--- config.mk ---
export PLATFORM = sky130hd
export DESIGN_NAME = selective_repeat_receive_window
export DESIGN_NICKNAME = d
export VERILOG_FILES = /design/src/rtl/srrw_pkg.sv /design/src/rtl/selective_repeat_receive_window.sv
export SDC_FILE = /design/constraint.sdc
export NUM_CORES = 1
export LEC_CHECK = 0
export ABC_AREA = 1
export BUFFER_PORTS_ARGS = -buffer_cell sky130_fd_sc_hd__buf_2
export CORE_MARGIN = 3
export CORE_UTILIZATION = 40
export DETAILED_ROUTE_END_ITERATION = 6
export MAX_ROUTING_LAYER = met4
export PLACE_DENSITY = 0.62
export SLEW_MARGIN = 20
export SYNTH_ARGS = -nofsm -noshare
export SYNTH_HDL_FRONTEND = slang
export SYNTH_SLANG_ARGS = --single-unit
--- constraint.sdc ---
create_clock -name clk -period 29.9 [get_ports clk]
set_input_delay 5.98 -clock clk [delete_from_list [all_inputs] [get_ports clk]]
set_output_delay 5.98 -clock clk [all_outputs]
set_load 0.01 [all_outputs]
--- src/rtl/srrw_pkg.sv ---
// Shared types and constants for the selective-repeat receive window.
// Depends on nothing; imported by selective_repeat_receive_window.
package srrw_pkg;

    // Request codes carried by req_type.
    typedef enum logic [1:0] {
        REQ_ARRIVE  = 2'd0,
        REQ_TAKE    = 2'd1,
        REQ_ACK     = 2'd2,
        REQ_RESTART = 2'd3
    } req_t;

    // Result status codes.
    typedef enum logic [2:0] {
        STAT_STORED     = 3'd0,
        STAT_OUT_OF_WIN = 3'd1,
        STAT_DUPLICATE  = 3'd2,
        STAT_DELIVERED  = 3'd3,
        STAT_NONE_READY = 3'd4,
        STAT_ACK        = 3'd5,
        STAT_RESTARTED  = 3'd6
    } status_t;

    // Configuration register indexes.
    typedef enum logic [1:0] {
        CFG_SEQ_BITS    = 2'd0,
        CFG_WINDOW_SIZE = 2'd1,
        CFG_FULL_LEN    = 2'd2
    } cfg_index_t;

    // Sequencer states, one-hot.
    typedef enum logic [2:0] {
        ST_IDLE  = 3'b001,
        ST_EXEC  = 3'b010,
        ST_COUNT = 3'b100
    } state_t;

    localparam int CFG_DATA_W = 16;
    localparam int SEQ_BITS_W = 5;
    localparam int WIN_SIZE_W = 6;
    localparam int FULL_LEN_W = 16;
    localparam int LEN_W      = 16;

    localparam logic [SEQ_BITS_W-1:0] SEQ_BITS_RESET = 5'd8;
    localparam logic [WIN_SIZE_W-1:0] WIN_SIZE_RESET = 6'd32;
    localparam logic [FULL_LEN_W-1:0] FULL_LEN_RESET = 16'd5120;

endpackage

--- src/rtl/selective_repeat_receive_window.sv ---
// Selective-repeat receive window: sequencer, slot valid bits and handle memory.
// Depends on srrw_pkg for request, status, register and state codes.

// A request is taken when start is high and busy is low. Each request yields
// exactly one result, shown on the result ports for a single cycle while
// result_valid is high; the receiver cannot stall, so it must capture the
// result in that cycle. A new request can be taken while the previous one
// is in its count state: in the execute state after acceptance the request
// is applied to the slot state using the head handle read from the
// synchronous handle memory at acceptance, and in the count state the
// ready-count encoder runs over the updated valid bits. busy is high only
// in the execute state. Configuration registers may be written at any time
// but must only change while no request is in flight. The handle memory is
// not cleared by reset or restart; a slot's handle is used only after an
// arrival has stored it.
module selective_repeat_receive_window #(
    parameter int WINDOW_DEPTH = 32,
    parameter int SEQ_WIDTH    = 16,
    parameter int HANDLE_WIDTH = 16
) (
    input  logic                                  clk,
    input  logic                                  rst_n,
    // Configuration write port.
    input  logic                                  cfg_wr_en,
    input  srrw_pkg::cfg_index_t                  cfg_index,
    input  logic [srrw_pkg::CFG_DATA_W-1:0]       cfg_data,
    // Request side.
    input  logic                                  start,
    output logic                                  busy,
    input  srrw_pkg::req_t                        req_type,
    input  logic [SEQ_WIDTH-1:0]                  seq_num,
    input  logic [HANDLE_WIDTH-1:0]               payload_handle,
    input  logic [srrw_pkg::LEN_W-1:0]            chunk_length,
    // Result side.
    output logic                                  result_valid,
    output srrw_pkg::status_t                     status,
    output logic [HANDLE_WIDTH-1:0]               out_handle,
    output logic [SEQ_WIDTH-1:0]                  ack_num,
    output logic [$clog2(WINDOW_DEPTH+1)-1:0]     ready_count,
    output logic                                  done_flag
);
    import srrw_pkg::*;

    localparam int HW    = (WINDOW_DEPTH > 1) ? $clog2(WINDOW_DEPTH) : 1;
    localparam int CNT_W = $clog2(WINDOW_DEPTH + 1);
    localparam int AW    = (SEQ_WIDTH > CNT_W) ? SEQ_WIDTH : CNT_W;
    localparam int BW    = 6;

    // Configuration registers.
    logic [SEQ_BITS_W-1:0]   seq_bits_reg;
    logic [WIN_SIZE_W-1:0]   win_size_reg;
    logic [FULL_LEN_W-1:0]   full_len_reg;

    // Sequencer and latched request.
    state_t                  state_reg, state_next;
    req_t                    req_reg;
    logic [SEQ_WIDTH-1:0]    seq_reg;
    logic [HANDLE_WIDTH-1:0] handle_reg;
    logic [LEN_W-1:0]        len_reg;

    // Window state.
    logic [SEQ_WIDTH-1:0]    base_reg, base_next;
    logic [HW-1:0]           head_reg, head_next;
    logic [WINDOW_DEPTH-1:0] valid_reg, valid_next;
    logic                    complete_reg, complete_next;

    // Pending result from the execute cycle.
    status_t                 stat_pend_reg, stat_pend_next;
    logic [HANDLE_WIDTH-1:0] oh_pend_reg, oh_pend_next;

    // Result registers.
    logic                    res_valid_reg;
    status_t                 status_reg;
    logic [HANDLE_WIDTH-1:0] out_handle_reg;
    logic [SEQ_WIDTH-1:0]    ack_reg;
    logic [CNT_W-1:0]        ready_reg;
    logic                    done_reg;

    // Handle memory.
    logic [HANDLE_WIDTH-1:0] handle_mem [WINDOW_DEPTH];
    logic [HANDLE_WIDTH-1:0] mem_rd_reg;
    logic                    mem_we;
    logic [HW-1:0]           mem_addr;

    logic                    accept;
    logic [BW-1:0]           eff_bits;
    logic [SEQ_WIDTH-1:0]    mmask;
    logic [CNT_W-1:0]        eff_win;
    logic [SEQ_WIDTH-1:0]    base_cur;
    logic [CNT_W-1:0]        run_len;
    logic [SEQ_WIDTH-1:0]    ack_val;

    assign busy   = (state_reg == ST_EXEC);
    assign accept = start && !busy;

    // Effective sequence width, modulus mask and window size.
    always_comb
    begin
        int ws;
        eff_bits = BW'(seq_bits_reg);
        if (eff_bits == '0)
        begin
            eff_bits = BW'(1);
        end
        if (int'(eff_bits) > SEQ_WIDTH)
        begin
            eff_bits = BW'(SEQ_WIDTH);
        end
        for (int i = 0; i < SEQ_WIDTH; i++)
        begin
            mmask[i] = (i < int'(eff_bits));
        end
        ws = int'(win_size_reg);
        if (ws < 1)
        begin
            ws = 1;
        end
        if (ws > WINDOW_DEPTH)
        begin
            ws = WINDOW_DEPTH;
        end
        // The modulus only limits the window when it is smaller than the depth.
        if (int'(eff_bits) < CNT_W && ws > (1 << eff_bits))
        begin
            ws = 1 << eff_bits;
        end
        eff_win = CNT_W'(ws);
    end

    assign base_cur = base_reg & mmask;

    // Execute cycle: apply the request to the valid bits and window registers.
    always_comb
    begin
        logic [SEQ_WIDTH-1:0] off;
        logic [HW:0]          slot_sum;
        logic [HW-1:0]        slot;
        logic [HW:0]          head_sum;
        logic                 in_win;

        valid_next     = valid_reg;
        head_next      = head_reg;
        base_next      = base_reg;
        complete_next  = complete_reg;
        stat_pend_next = stat_pend_reg;
        oh_pend_next   = oh_pend_reg;
        mem_we         = 1'b0;

        off      = (seq_reg - base_cur) & mmask;
        in_win   = ((seq_reg & ~mmask) == '0) && (AW'(off) < AW'(eff_win));
        slot_sum = (HW+1)'(head_reg) + (HW+1)'(off);
        if (slot_sum >= (HW+1)'(WINDOW_DEPTH))
        begin
            slot_sum = slot_sum - (HW+1)'(WINDOW_DEPTH);
        end
        slot     = slot_sum[HW-1:0];
        head_sum = (HW+1)'(head_reg) + (HW+1)'(1);
        if (head_sum >= (HW+1)'(WINDOW_DEPTH))
        begin
            head_sum = head_sum - (HW+1)'(WINDOW_DEPTH);
        end
        mem_addr = slot;

        if (state_reg == ST_EXEC)
        begin
            oh_pend_next = '0;
            unique case (req_reg)
                REQ_ARRIVE:
                begin
                    if (!in_win)
                    begin
                        stat_pend_next = STAT_OUT_OF_WIN;
                    end
                    else if (valid_reg[slot])
                    begin
                        stat_pend_next = STAT_DUPLICATE;
                    end
                    else
                    begin
                        valid_next[slot] = 1'b1;
                        mem_we           = 1'b1;
                        stat_pend_next   = STAT_STORED;
                    end
                end
                REQ_TAKE:
                begin
                    if (!valid_reg[head_reg])
                    begin
                        stat_pend_next = STAT_NONE_READY;
                    end
                    else
                    begin
                        oh_pend_next         = mem_rd_reg;
                        valid_next[head_reg] = 1'b0;
                        head_next            = head_sum[HW-1:0];
                        base_next            = (base_cur + SEQ_WIDTH'(1)) & mmask;
                        if (len_reg < full_len_reg)
                        begin
                            complete_next = 1'b1;
                        end
                        stat_pend_next = STAT_DELIVERED;
                    end
                end
                REQ_ACK:
                begin
                    stat_pend_next = STAT_ACK;
                end
                REQ_RESTART:
                begin
                    valid_next     = '0;
                    head_next      = '0;
                    base_next      = '0;
                    complete_next  = 1'b0;
                    stat_pend_next = STAT_RESTARTED;
                end
                default:
                begin
                    stat_pend_next = STAT_OUT_OF_WIN;
                end
            endcase
        end
    end

    // Count cycle: rotate the valid bits to the head, keep the window, and
    // count the run of received slots. The +1 turns the run into a carry
    // chain so the run itself can be isolated and counted.
    always_comb
    begin
        logic [WINDOW_DEPTH-1:0] run_bits;
        logic [WINDOW_DEPTH-1:0] ones;
        logic [HW:0]             idx;
        logic [AW-1:0]           ack_sum;
        for (int i = 0; i < WINDOW_DEPTH; i++)
        begin
            idx = (HW+1)'(head_reg) + (HW+1)'(i);
            if (idx >= (HW+1)'(WINDOW_DEPTH))
            begin
                idx = idx - (HW+1)'(WINDOW_DEPTH);
            end
            run_bits[i] = valid_reg[idx[HW-1:0]] && (i < int'(eff_win));
        end
        ones    = run_bits & ~(run_bits + WINDOW_DEPTH'(1));
        run_len = CNT_W'($countones(ones));
        ack_sum = AW'(base_cur) + AW'(run_len) - AW'(1);
        ack_val = SEQ_WIDTH'(ack_sum) & mmask;
    end

    // Sequencer.
    always_comb
    begin
        state_next = state_reg;
        unique case (state_reg)
            ST_IDLE:
            begin
                if (accept)
                begin
                    state_next = ST_EXEC;
                end
            end
            ST_EXEC:
            begin
                state_next = ST_COUNT;
            end
            ST_COUNT:
            begin
                state_next = accept ? ST_EXEC : ST_IDLE;
            end
            default:
            begin
                state_next = ST_IDLE;
            end
        endcase
    end

    // Control and window state.
    always_ff @(posedge clk or negedge rst_n)
    begin
        if (!rst_n)
        begin
            state_reg     <= ST_IDLE;
            seq_bits_reg  <= SEQ_BITS_RESET;
            win_size_reg  <= WIN_SIZE_RESET;
            full_len_reg  <= FULL_LEN_RESET;
            base_reg      <= '0;
            head_reg      <= '0;
            valid_reg     <= '0;
            complete_reg  <= 1'b0;
            res_valid_reg <= 1'b0;
        end
        else
        begin
            state_reg     <= state_next;
            base_reg      <= base_next;
            head_reg      <= head_next;
            valid_reg     <= valid_next;
            complete_reg  <= complete_next;
            res_valid_reg <= (state_reg == ST_COUNT);
            if (cfg_wr_en)
            begin
                unique case (cfg_index)
                    CFG_SEQ_BITS:    seq_bits_reg <= cfg_data[SEQ_BITS_W-1:0];
                    CFG_WINDOW_SIZE: win_size_reg <= cfg_data[WIN_SIZE_W-1:0];
                    CFG_FULL_LEN:    full_len_reg <= cfg_data[FULL_LEN_W-1:0];
                    default:         ;
                endcase
            end
        end
    end

    // Request and result payload.
    always_ff @(posedge clk)
    begin
        if (accept)
        begin
            req_reg    <= req_type;
            seq_reg    <= seq_num;
            handle_reg <= payload_handle;
            len_reg    <= chunk_length;
        end
        stat_pend_reg <= stat_pend_next;
        oh_pend_reg   <= oh_pend_next;
        if (state_reg == ST_COUNT)
        begin
            status_reg     <= stat_pend_reg;
            out_handle_reg <= oh_pend_reg;
            ack_reg        <= (stat_pend_reg == STAT_ACK) ? ack_val : '0;
            ready_reg      <= run_len;
            done_reg       <= complete_reg;
        end
    end

    // Handle memory. Writes happen only in the execute cycle and reads only at
    // acceptance, so the two never touch the memory in the same cycle and the
    // head read always sees the latest stored handle.
    always_ff @(posedge clk)
    begin
        if (mem_we)
        begin
            handle_mem[mem_addr] <= handle_reg;
        end
        if (accept)
        begin
            mem_rd_reg <= handle_mem[head_reg];
        end
    end

    assign result_valid = res_valid_reg;
    assign status       = status_reg;
    assign out_handle   = out_handle_reg;
    assign ack_num      = ack_reg;
    assign ready_count  = ready_reg;
    assign done_flag    = done_reg;

endmodule

Word level (Yosys, flattened, before mapping):

Memory sizes are Yosys's and may differ from the RTL's. A register that Yosys moved wholly into a read port is not among the register bits.
Cells that the tools add are included.

* output and inout port bits: 44
* word-level logic and storage cells: 457
* RAM bits: 512
* memories: 1
* register bits after elaboration: 196

Memories
* handle_mem: depth 32, width 16, read ports 1, clocked after memory_dff 1, write ports 1, line selective_repeat_receive_window.sv:80 `logic [HANDLE_WIDTH-1:0] handle_mem [WINDOW_DEPTH];`

* shift operators: 1
* order comparisons: 124
* muxes and demuxes: 134
* bitwise operators: 11
* $add $sub $neg: 101
* equal/unequal tests: 14
* reduce and logical (&&, ||, !) cells: 51

Operator list (count)
* 5-bit by 6-bit less-than comparator with 1-bit output, second input constant: 34
* 6-bit greater-or-equal comparator, second input constant: 32
* 5-bit two-way mux: 35
* 1-bit binary-select mux with 5-bit select: 34
* 5-bit by 1-bit subtractor with 5-bit output, second input constant: 33
* 5-bit by 5-bit adder with 6-bit output, second input constant: 16
* 4-bit by 6-bit less-than comparator with 1-bit output, first input constant: 16
* 5-bit by 6-bit less-than comparator with 1-bit output, first input constant: 16
* 32-bit two-way mux: 3
* 32-bit one-hot mux with 3 select lines: 1
* 16-bit bitwise AND: 5
* 32-bit bitwise AND: 2
* 32-bit NOT: 2
* 5-bit by 4-bit adder with 6-bit output, second input constant: 8
* 3-bit by 6-bit less-than comparator with 1-bit output, first input constant: 8
* 1-bit two-way mux: 44
* 1-bit logical AND: 37
* 1-bit by 1-bit adder with 2-bit output: 16
* 32-bit by 1-bit adder with 32-bit output, second input constant: 1
* 32-bit > comparator: 1
* 32-bit by 7-bit > comparator with 1-bit output, second input constant: 1
* 32-bit bitwise OR: 1
* 16-bit one-hot mux with 2 select lines: 1
* 1-bit by 6-bit left shift with 32-bit output, first input constant: 1
* other kinds (47): 88

Longest topological paths before layout:

* depth after elaboration: 21
* depth in mapped cells: 58

Worst setup path after synthesis:

Ideal clock, no wire load.

* kind: flip-flop to flip-flop
* start point: register head_reg[1]
* end point: register ack_reg[14], in the netlist ack_num[14], data pin
* setup time: 0.271 ns
* arrival time: 9.328 ns
* path slack: 20.301 ns
* path buffers: 6
* clock period less this slack: 9.599 ns
* stages on the path, launching flop included: 47
* path through: dfrtp_1 -> buf_2 -> inv_2 -> clkbuf_1 -> clkbuf_1 -> clkbuf_1 -> ha_1 -> buf_2 -> clkinv_1 -> clkbuf_1 -> nand2_1 -> nand3_1 -> nand3_1 -> nand2_1 -> o21ai_1 -> nand3_2 -> nor2_4 -> nand3_4 -> [... 11 more ...] -> a21oi_1 -> o21bai_1 -> xor2_1 -> inv_1 -> ha_1 -> inv_1 -> ha_1 -> nand2_1 -> nor2_1 -> a21oi_1 -> o21ai_0 -> nand3_1 -> nand2_1 -> nand2_1 -> nand2_1 -> a21oi_1 -> xor2_1 -> nor3_1

* longest elaborated chain between the ends: 17

RTL lines
* start, declared: line selective_repeat_receive_window.sv:63 `logic [HW-1:0] head_reg, head_next;`
* start signal, assigned: line selective_repeat_receive_window.sv:294 `head_reg <= head_next;`
* 5-bit by 1-bit adder with 6-bit output (tied with other cells): line selective_repeat_receive_window.sv:235 `idx = (HW+1)'(head_reg) + (HW+1)'(i);`
* 5-bit by 1-bit subtractor with 5-bit output / 6-bit greater-or-equal comparator (equally long branches): line selective_repeat_receive_window.sv:238, selective_repeat_receive_window.sv:236
* 5-bit two-way mux: line selective_repeat_receive_window.sv:236 `if (idx >= (HW+1)'(WINDOW_DEPTH))`
* 1-bit binary-select mux with 5-bit select: line selective_repeat_receive_window.sv:240 `run_bits[i] = valid_reg[idx[HW-1:0]] && (i < int'(eff_win));`
* 1-bit two-way mux (implied by the code): line selective_repeat_receive_window.sv:240
* 1-bit logical AND: line selective_repeat_receive_window.sv:240
* 32-bit by 1-bit adder with 32-bit output: line selective_repeat_receive_window.sv:242 `ones = run_bits & ~(run_bits + WINDOW_DEPTH'(1));`
* 32-bit NOT: line selective_repeat_receive_window.sv:242
* [... 2 more ...]
* 2-bit by 2-bit adder with 3-bit output (implied by the code): line selective_repeat_receive_window.sv:243 `run_len = CNT_W'($countones(ones));`
* 3-bit by 3-bit adder with 4-bit output (implied by the code): line selective_repeat_receive_window.sv:243
* 4-bit by 4-bit adder with 5-bit output (implied by the code): line selective_repeat_receive_window.sv:243
* 5-bit by 5-bit adder with 6-bit output (implied by the code) (*): line selective_repeat_receive_window.sv:243
* named net run_len[4]: line selective_repeat_receive_window.sv:90 `logic [CNT_W-1:0] run_len;`
* 16-bit by 6-bit adder with 16-bit output (*): line selective_repeat_receive_window.sv:244 `ack_sum = AW'(base_cur) + AW'(run_len) - AW'(1);`
* 16-bit by 1-bit subtractor with 16-bit output (*): line selective_repeat_receive_window.sv:244
* 16-bit bitwise AND (*): line selective_repeat_receive_window.sv:245 `ack_val = SEQ_WIDTH'(ack_sum) & mmask;`
* end signal, assigned: line selective_repeat_receive_window.sv:326 `ack_reg <= (stat_pend_reg == STAT_ACK) ? ack_val : '0;`
* end, declared: line selective_repeat_receive_window.sv:75 `logic [SEQ_WIDTH-1:0] ack_reg;`

Mark *: on every way through the listed nets, which the timed path passes. The rest lies on a longest branch. The select of a mux whose other input is x is not followed.
A chain may end at the register's enable or synchronous reset.

Worst setup path in the final report:

* start point: register head_reg[0]
* end point: register ack_reg[14], in the netlist ack_num[14], data pin

* longest elaborated chain between the ends: 17

RTL lines (line)
* 5-bit by 1-bit adder with 6-bit output (tied with other cells): selective_repeat_receive_window.sv:235
* 5-bit by 1-bit subtractor with 5-bit output / 6-bit greater-or-equal comparator (equally long branches): selective_repeat_receive_window.sv:238, selective_repeat_receive_window.sv:236
* 5-bit two-way mux: selective_repeat_receive_window.sv:236
* 1-bit binary-select mux with 5-bit select: selective_repeat_receive_window.sv:240
* 1-bit two-way mux (implied by the code): selective_repeat_receive_window.sv:240
* 1-bit logical AND: selective_repeat_receive_window.sv:240
* 32-bit by 1-bit adder with 32-bit output: selective_repeat_receive_window.sv:242
* 32-bit NOT: selective_repeat_receive_window.sv:242
* 32-bit bitwise AND (*): selective_repeat_receive_window.sv:242
* 1-bit by 1-bit adder with 2-bit output (implied by the code): selective_repeat_receive_window.sv:243
* 2-bit by 2-bit adder with 3-bit output (implied by the code): selective_repeat_receive_window.sv:243
* 3-bit by 3-bit adder with 4-bit output (implied by the code): selective_repeat_receive_window.sv:243
* 4-bit by 4-bit adder with 5-bit output (implied by the code): selective_repeat_receive_window.sv:243
* 5-bit by 5-bit adder with 6-bit output (implied by the code) (*): selective_repeat_receive_window.sv:243
* 16-bit by 6-bit adder with 16-bit output (*): selective_repeat_receive_window.sv:244
* 16-bit by 1-bit subtractor with 16-bit output (*): selective_repeat_receive_window.sv:244
* 16-bit bitwise AND (*): selective_repeat_receive_window.sv:245

Every way passes the cells marked *; elsewhere a longest branch is shown, timed or not. The select of a mux whose other input is x is not followed.

==> summary.md <==
| Metric | Value |
|---|---|
| GR Util met3 | `4.00%` |
| Die width | `305 um` |
| Clock power frac | `33.6%` |
| Routed wire length | `107 mm` |
| Wire per inst | `22.1 um` |
| Placed cell areas | `37700 um^2` |
| Number of flip-flops in the largest register | `512` |
| Worst-Skew Late Latency | `0.64 ns` |
| Slowest stage cell, crit path | `dfrtp_4` |
| Final instance area | `40300 um^2` |
| Status | `finished clean` |
| R2R Path End | `ack_num[14]` |
| Row cnt | `108` |
| Postcts setup bufs | `0` |
| Sw Ratio | `32.7%` |
| Async S/R FF share, synth | `11.7%` |
| Mapped Cells | `3545` |
| Clk root buf | `clkbuf_16` |
| Filler cell count | `8192` |
| I/O pins | `116` |
| Maximum clock path buffer count | `3` |
| Setup_tns | `0 ns` |
| RSZ-0062 raised after global routing | `false` |
| Crit path top cell by count | `fa_1` |
| Commonest non-fill, non-tap cell in the layout | `edfxtp_1` |
| First-pass GRT wire length | `160 mm` |
| HPWL Detailed | `68.4 mm` |
| Met1 Use GR | `30.9%` |
| Max-slew violation count | `0` |
| Commonest cells after routing, fill and taps aside | `639 x edfxtp_1, 489 x nor2_1, 486 x nand2_1` |
| Port buffer count | `115` |
| Clock Sinks | `724` |
| Critical Path Start Type | `flop` |
| Critical Path RT | `30.25 ns` |
| Starting density of the core | `40.7%` |
| Layout cells sized above 1 | `10.1%` |
| Synth Area per Inst | `10.1 um^2` |
| Slew @ Worst Pin | `1.16 ns` |
| Final min period | `11.04 ns` |
| Max FO, Critical Path | `125` |
| #FFs+latches synth | `724` |
| First-pass detailed-route iteration total | `6` |
| Chip Height | `305 um` |
| H-tree depth | `3` |
| Relative slew slack | `22.5%` |
| Sw power | `0.000904 W` |
| Vias in the first global route | `25700` |
| CP Capture Type | `flop` |
| Post-Route Skew | `0.0268 ns` |
| Yosys cell types | `58` |
| Worst-path clk slew | `0.07 ns` |
| GR Util met2 | `36.7%` |
| Overflow after GRT | `0` |
| RD Place Congestion | `0.964` |
| Mapped Area | `35700 um^2` |
| Worst reg2reg path depth | `42` |
| IR drop worst, VDD | `54.6 uV` |
| Synth Flop Type | `edfxtp_1` |
| Post-DR vias/cell | `5.62` |
| Pwr dens | `68.6 nW/um^2` |
| Initial DRC Count | `3135` |
| Initial antenna violation count | `2` |
| Total CTS buffers | `77` |
| Final period util | `36.9%` |
| Syn-to-layout area delta | `12.7%` |
| Post-route antenna net violation count | `0` |
| Cts-stage hold buffer count | `0` |
| CTS resizes | `0` |
| WS Path Type | `reg -> reg` |
| Core Box Area | `87700 um^2` |
| Fin Hold WS | `0.417 ns` |
| Synthesis Warnings | `0` |
| Final net count | `3834` |
| Flop pwr share | `43.5%` |
| Reg-to-Reg Start | `head_reg[0]` |
| Comb power frac | `22.9%` |
| Hold WC Path Type | `reg -> reg` |
| Syn nets | `3741` |
| Hold path cells | `0` |
| GRT busiest layer | `met2` |
| P_int | `0.00186 W` |
| Sequential area share after synthesis | `59.7%` |
| WP data arrival | `11.39 ns` |
| Max cap viols | `0` |
| Total global-route track usage | `23.2%` |
| Pin count of the biggest net entering global routing | `182` |
| Die area | `92900 um^2` |
| Hold path startpoint | `oh_pend_reg[10]` |
| R2R setup slack | `18.86 ns` |
| DR vias | `27300` |
| Final hold vios | `0` |
| Hold-critical path endpoint | `out_handle[10]` |
| Static leakage | `15.3 nW` |
| Residual DRC | `0` |
| Number of synthesized flops with an enable pin | `639` |
| CP max stage delay | `0.91 ns` |
| Final setup fails | `0` |
| TritonCTS clock tree | `built` |
| Highest clock rate | `0.0906 GHz` |
-- kinds of logic (layout without fill, tap and decap cells) --
group	count (synthesis)	in the layout	share of synthesized area, %
adder cells (fa/ha/maj)	124	124	4.89
AND/OR/NAND/NOR	1428	1428	17.2
buffers and inverters	488	641	5.28
flip-flops	724	724	59.7
AO/OA/AOI/OAI	748	748	12.2
other	1	2	0.0105
XOR/XNOR	32	32	0.806
-- power groups by stage --
| stage | clock [W] | combinational (W) | sequential [W] |
|---|---|---|---|
| 6_report | 0.000927 | 0.000631 | 0.00120 |
| 5_1_grt | 0.000986 | 0.000702 | 0.00121 |
| 4_1_cts | 0.000943 | 0.000614 | 0.00121 |
| 3_5_place_dp | 0 | 0.000612 | 0.00123 |
| 3_3_place_gp | 0 | 0.000601 | 0.00123 |
| 2_1_floorplan | 0 | 0.000428 | 0.00121 |
-- Yosys cell counts, drive strengths merged, types with 2 or more instances --
cell type,instances,share of area [%]
a211oi,3,0.063
a21o,5,0.11
a21oi,76,1.1
a31oi,20,0.35
a32oi,12,0.29
and2,2,0.035
buf,47,0.63
clkbuf,123,1.3
clkinv,2,0.021
dfrtp,80,5.6
dfstp,5,0.37
edfxtp,639,54
fa,26,1.5
ha,98,3.4
inv,316,3.3
nand2,504,5.5
nand3,340,4.8
nand3b,14,0.29
nand4,23,0.40
nor2,520,5.7
nor3,21,0.31
o2111ai,2,0.049
o211ai,8,0.17
o21a,4,0.084
o21ai,459,6.4
o21bai,7,0.15
o221ai,94,2.3
o22ai,48,0.84
o31ai,2,0.042
o32ai,3,0.074
xnor2,4,0.098
xor2,28,0.71
-- worst max path at each step --
stage                start     endpoint  slack, ns  cells after the start
2_1_floorplan  head_reg[1]  ack_num[14]      20.30                     46
3_5_place_dp   head_reg[0]  ack_num[14]      18.87                     42
5_1_grt        head_reg[0]  ack_num[14]      17.87                     44
4_1_cts        head_reg[0]  ack_num[14]      18.87                     42
6_report       head_reg[0]  ack_num[14]      18.86                     42
3_3_place_gp   head_reg[0]  ack_num[14]      18.95                     44
-- worst max-delay path: cells and delay by family (launching register included) --
family | cells | cell delay [ns]
flops | 1 | 0.91
simple gates | 15 | 2.06
buf+inv | 7 | 1.22
xor+xnor | 1 | 0.16
compound gates | 9 | 1.76
fa+ha+maj | 10 | 4.62
-- cell type report --
cell class	count	area, um^2	area share, %
Antenna cell	1	2.50	0.00622
Clock buffer	101	2100	5.22
Clock inverter	38	335	0.833
Inverter	318	1210	3.01
Multi-Input combinational cell	2333	12600	31.3
Sequential cell	724	21300	53.0
Tap cell	1155	1450	3.59
Timing Repair Buffer	184	1230	3.06
-- layer usage --
| layer | wire length [um] | up-vias |
|---|---|---|
| met4 | 2780 | 0 |
| met2 | 50600 | 1121 |
| met3 | 8370 | 170 |
| met1 | 45200 | 13300 |
| met5 | 0 | - |
| li1 | - | 12700 |
-- per-stage QoR --
stage,power [W],cells,worst slack [ns],utilization (%)
3_5_place_dp,0.00184,4708,18.87,43.0
2_1_floorplan,0.00163,3545,20.30,-
6_report,0.00276,4854,18.86,45.9
3_3_place_gp,0.00183,4704,18.95,42.9
4_1_cts,0.00276,4847,18.87,45.8
5_1_grt,0.00289,4854,17.87,45.9
Power figures use the tool's default switching activity.
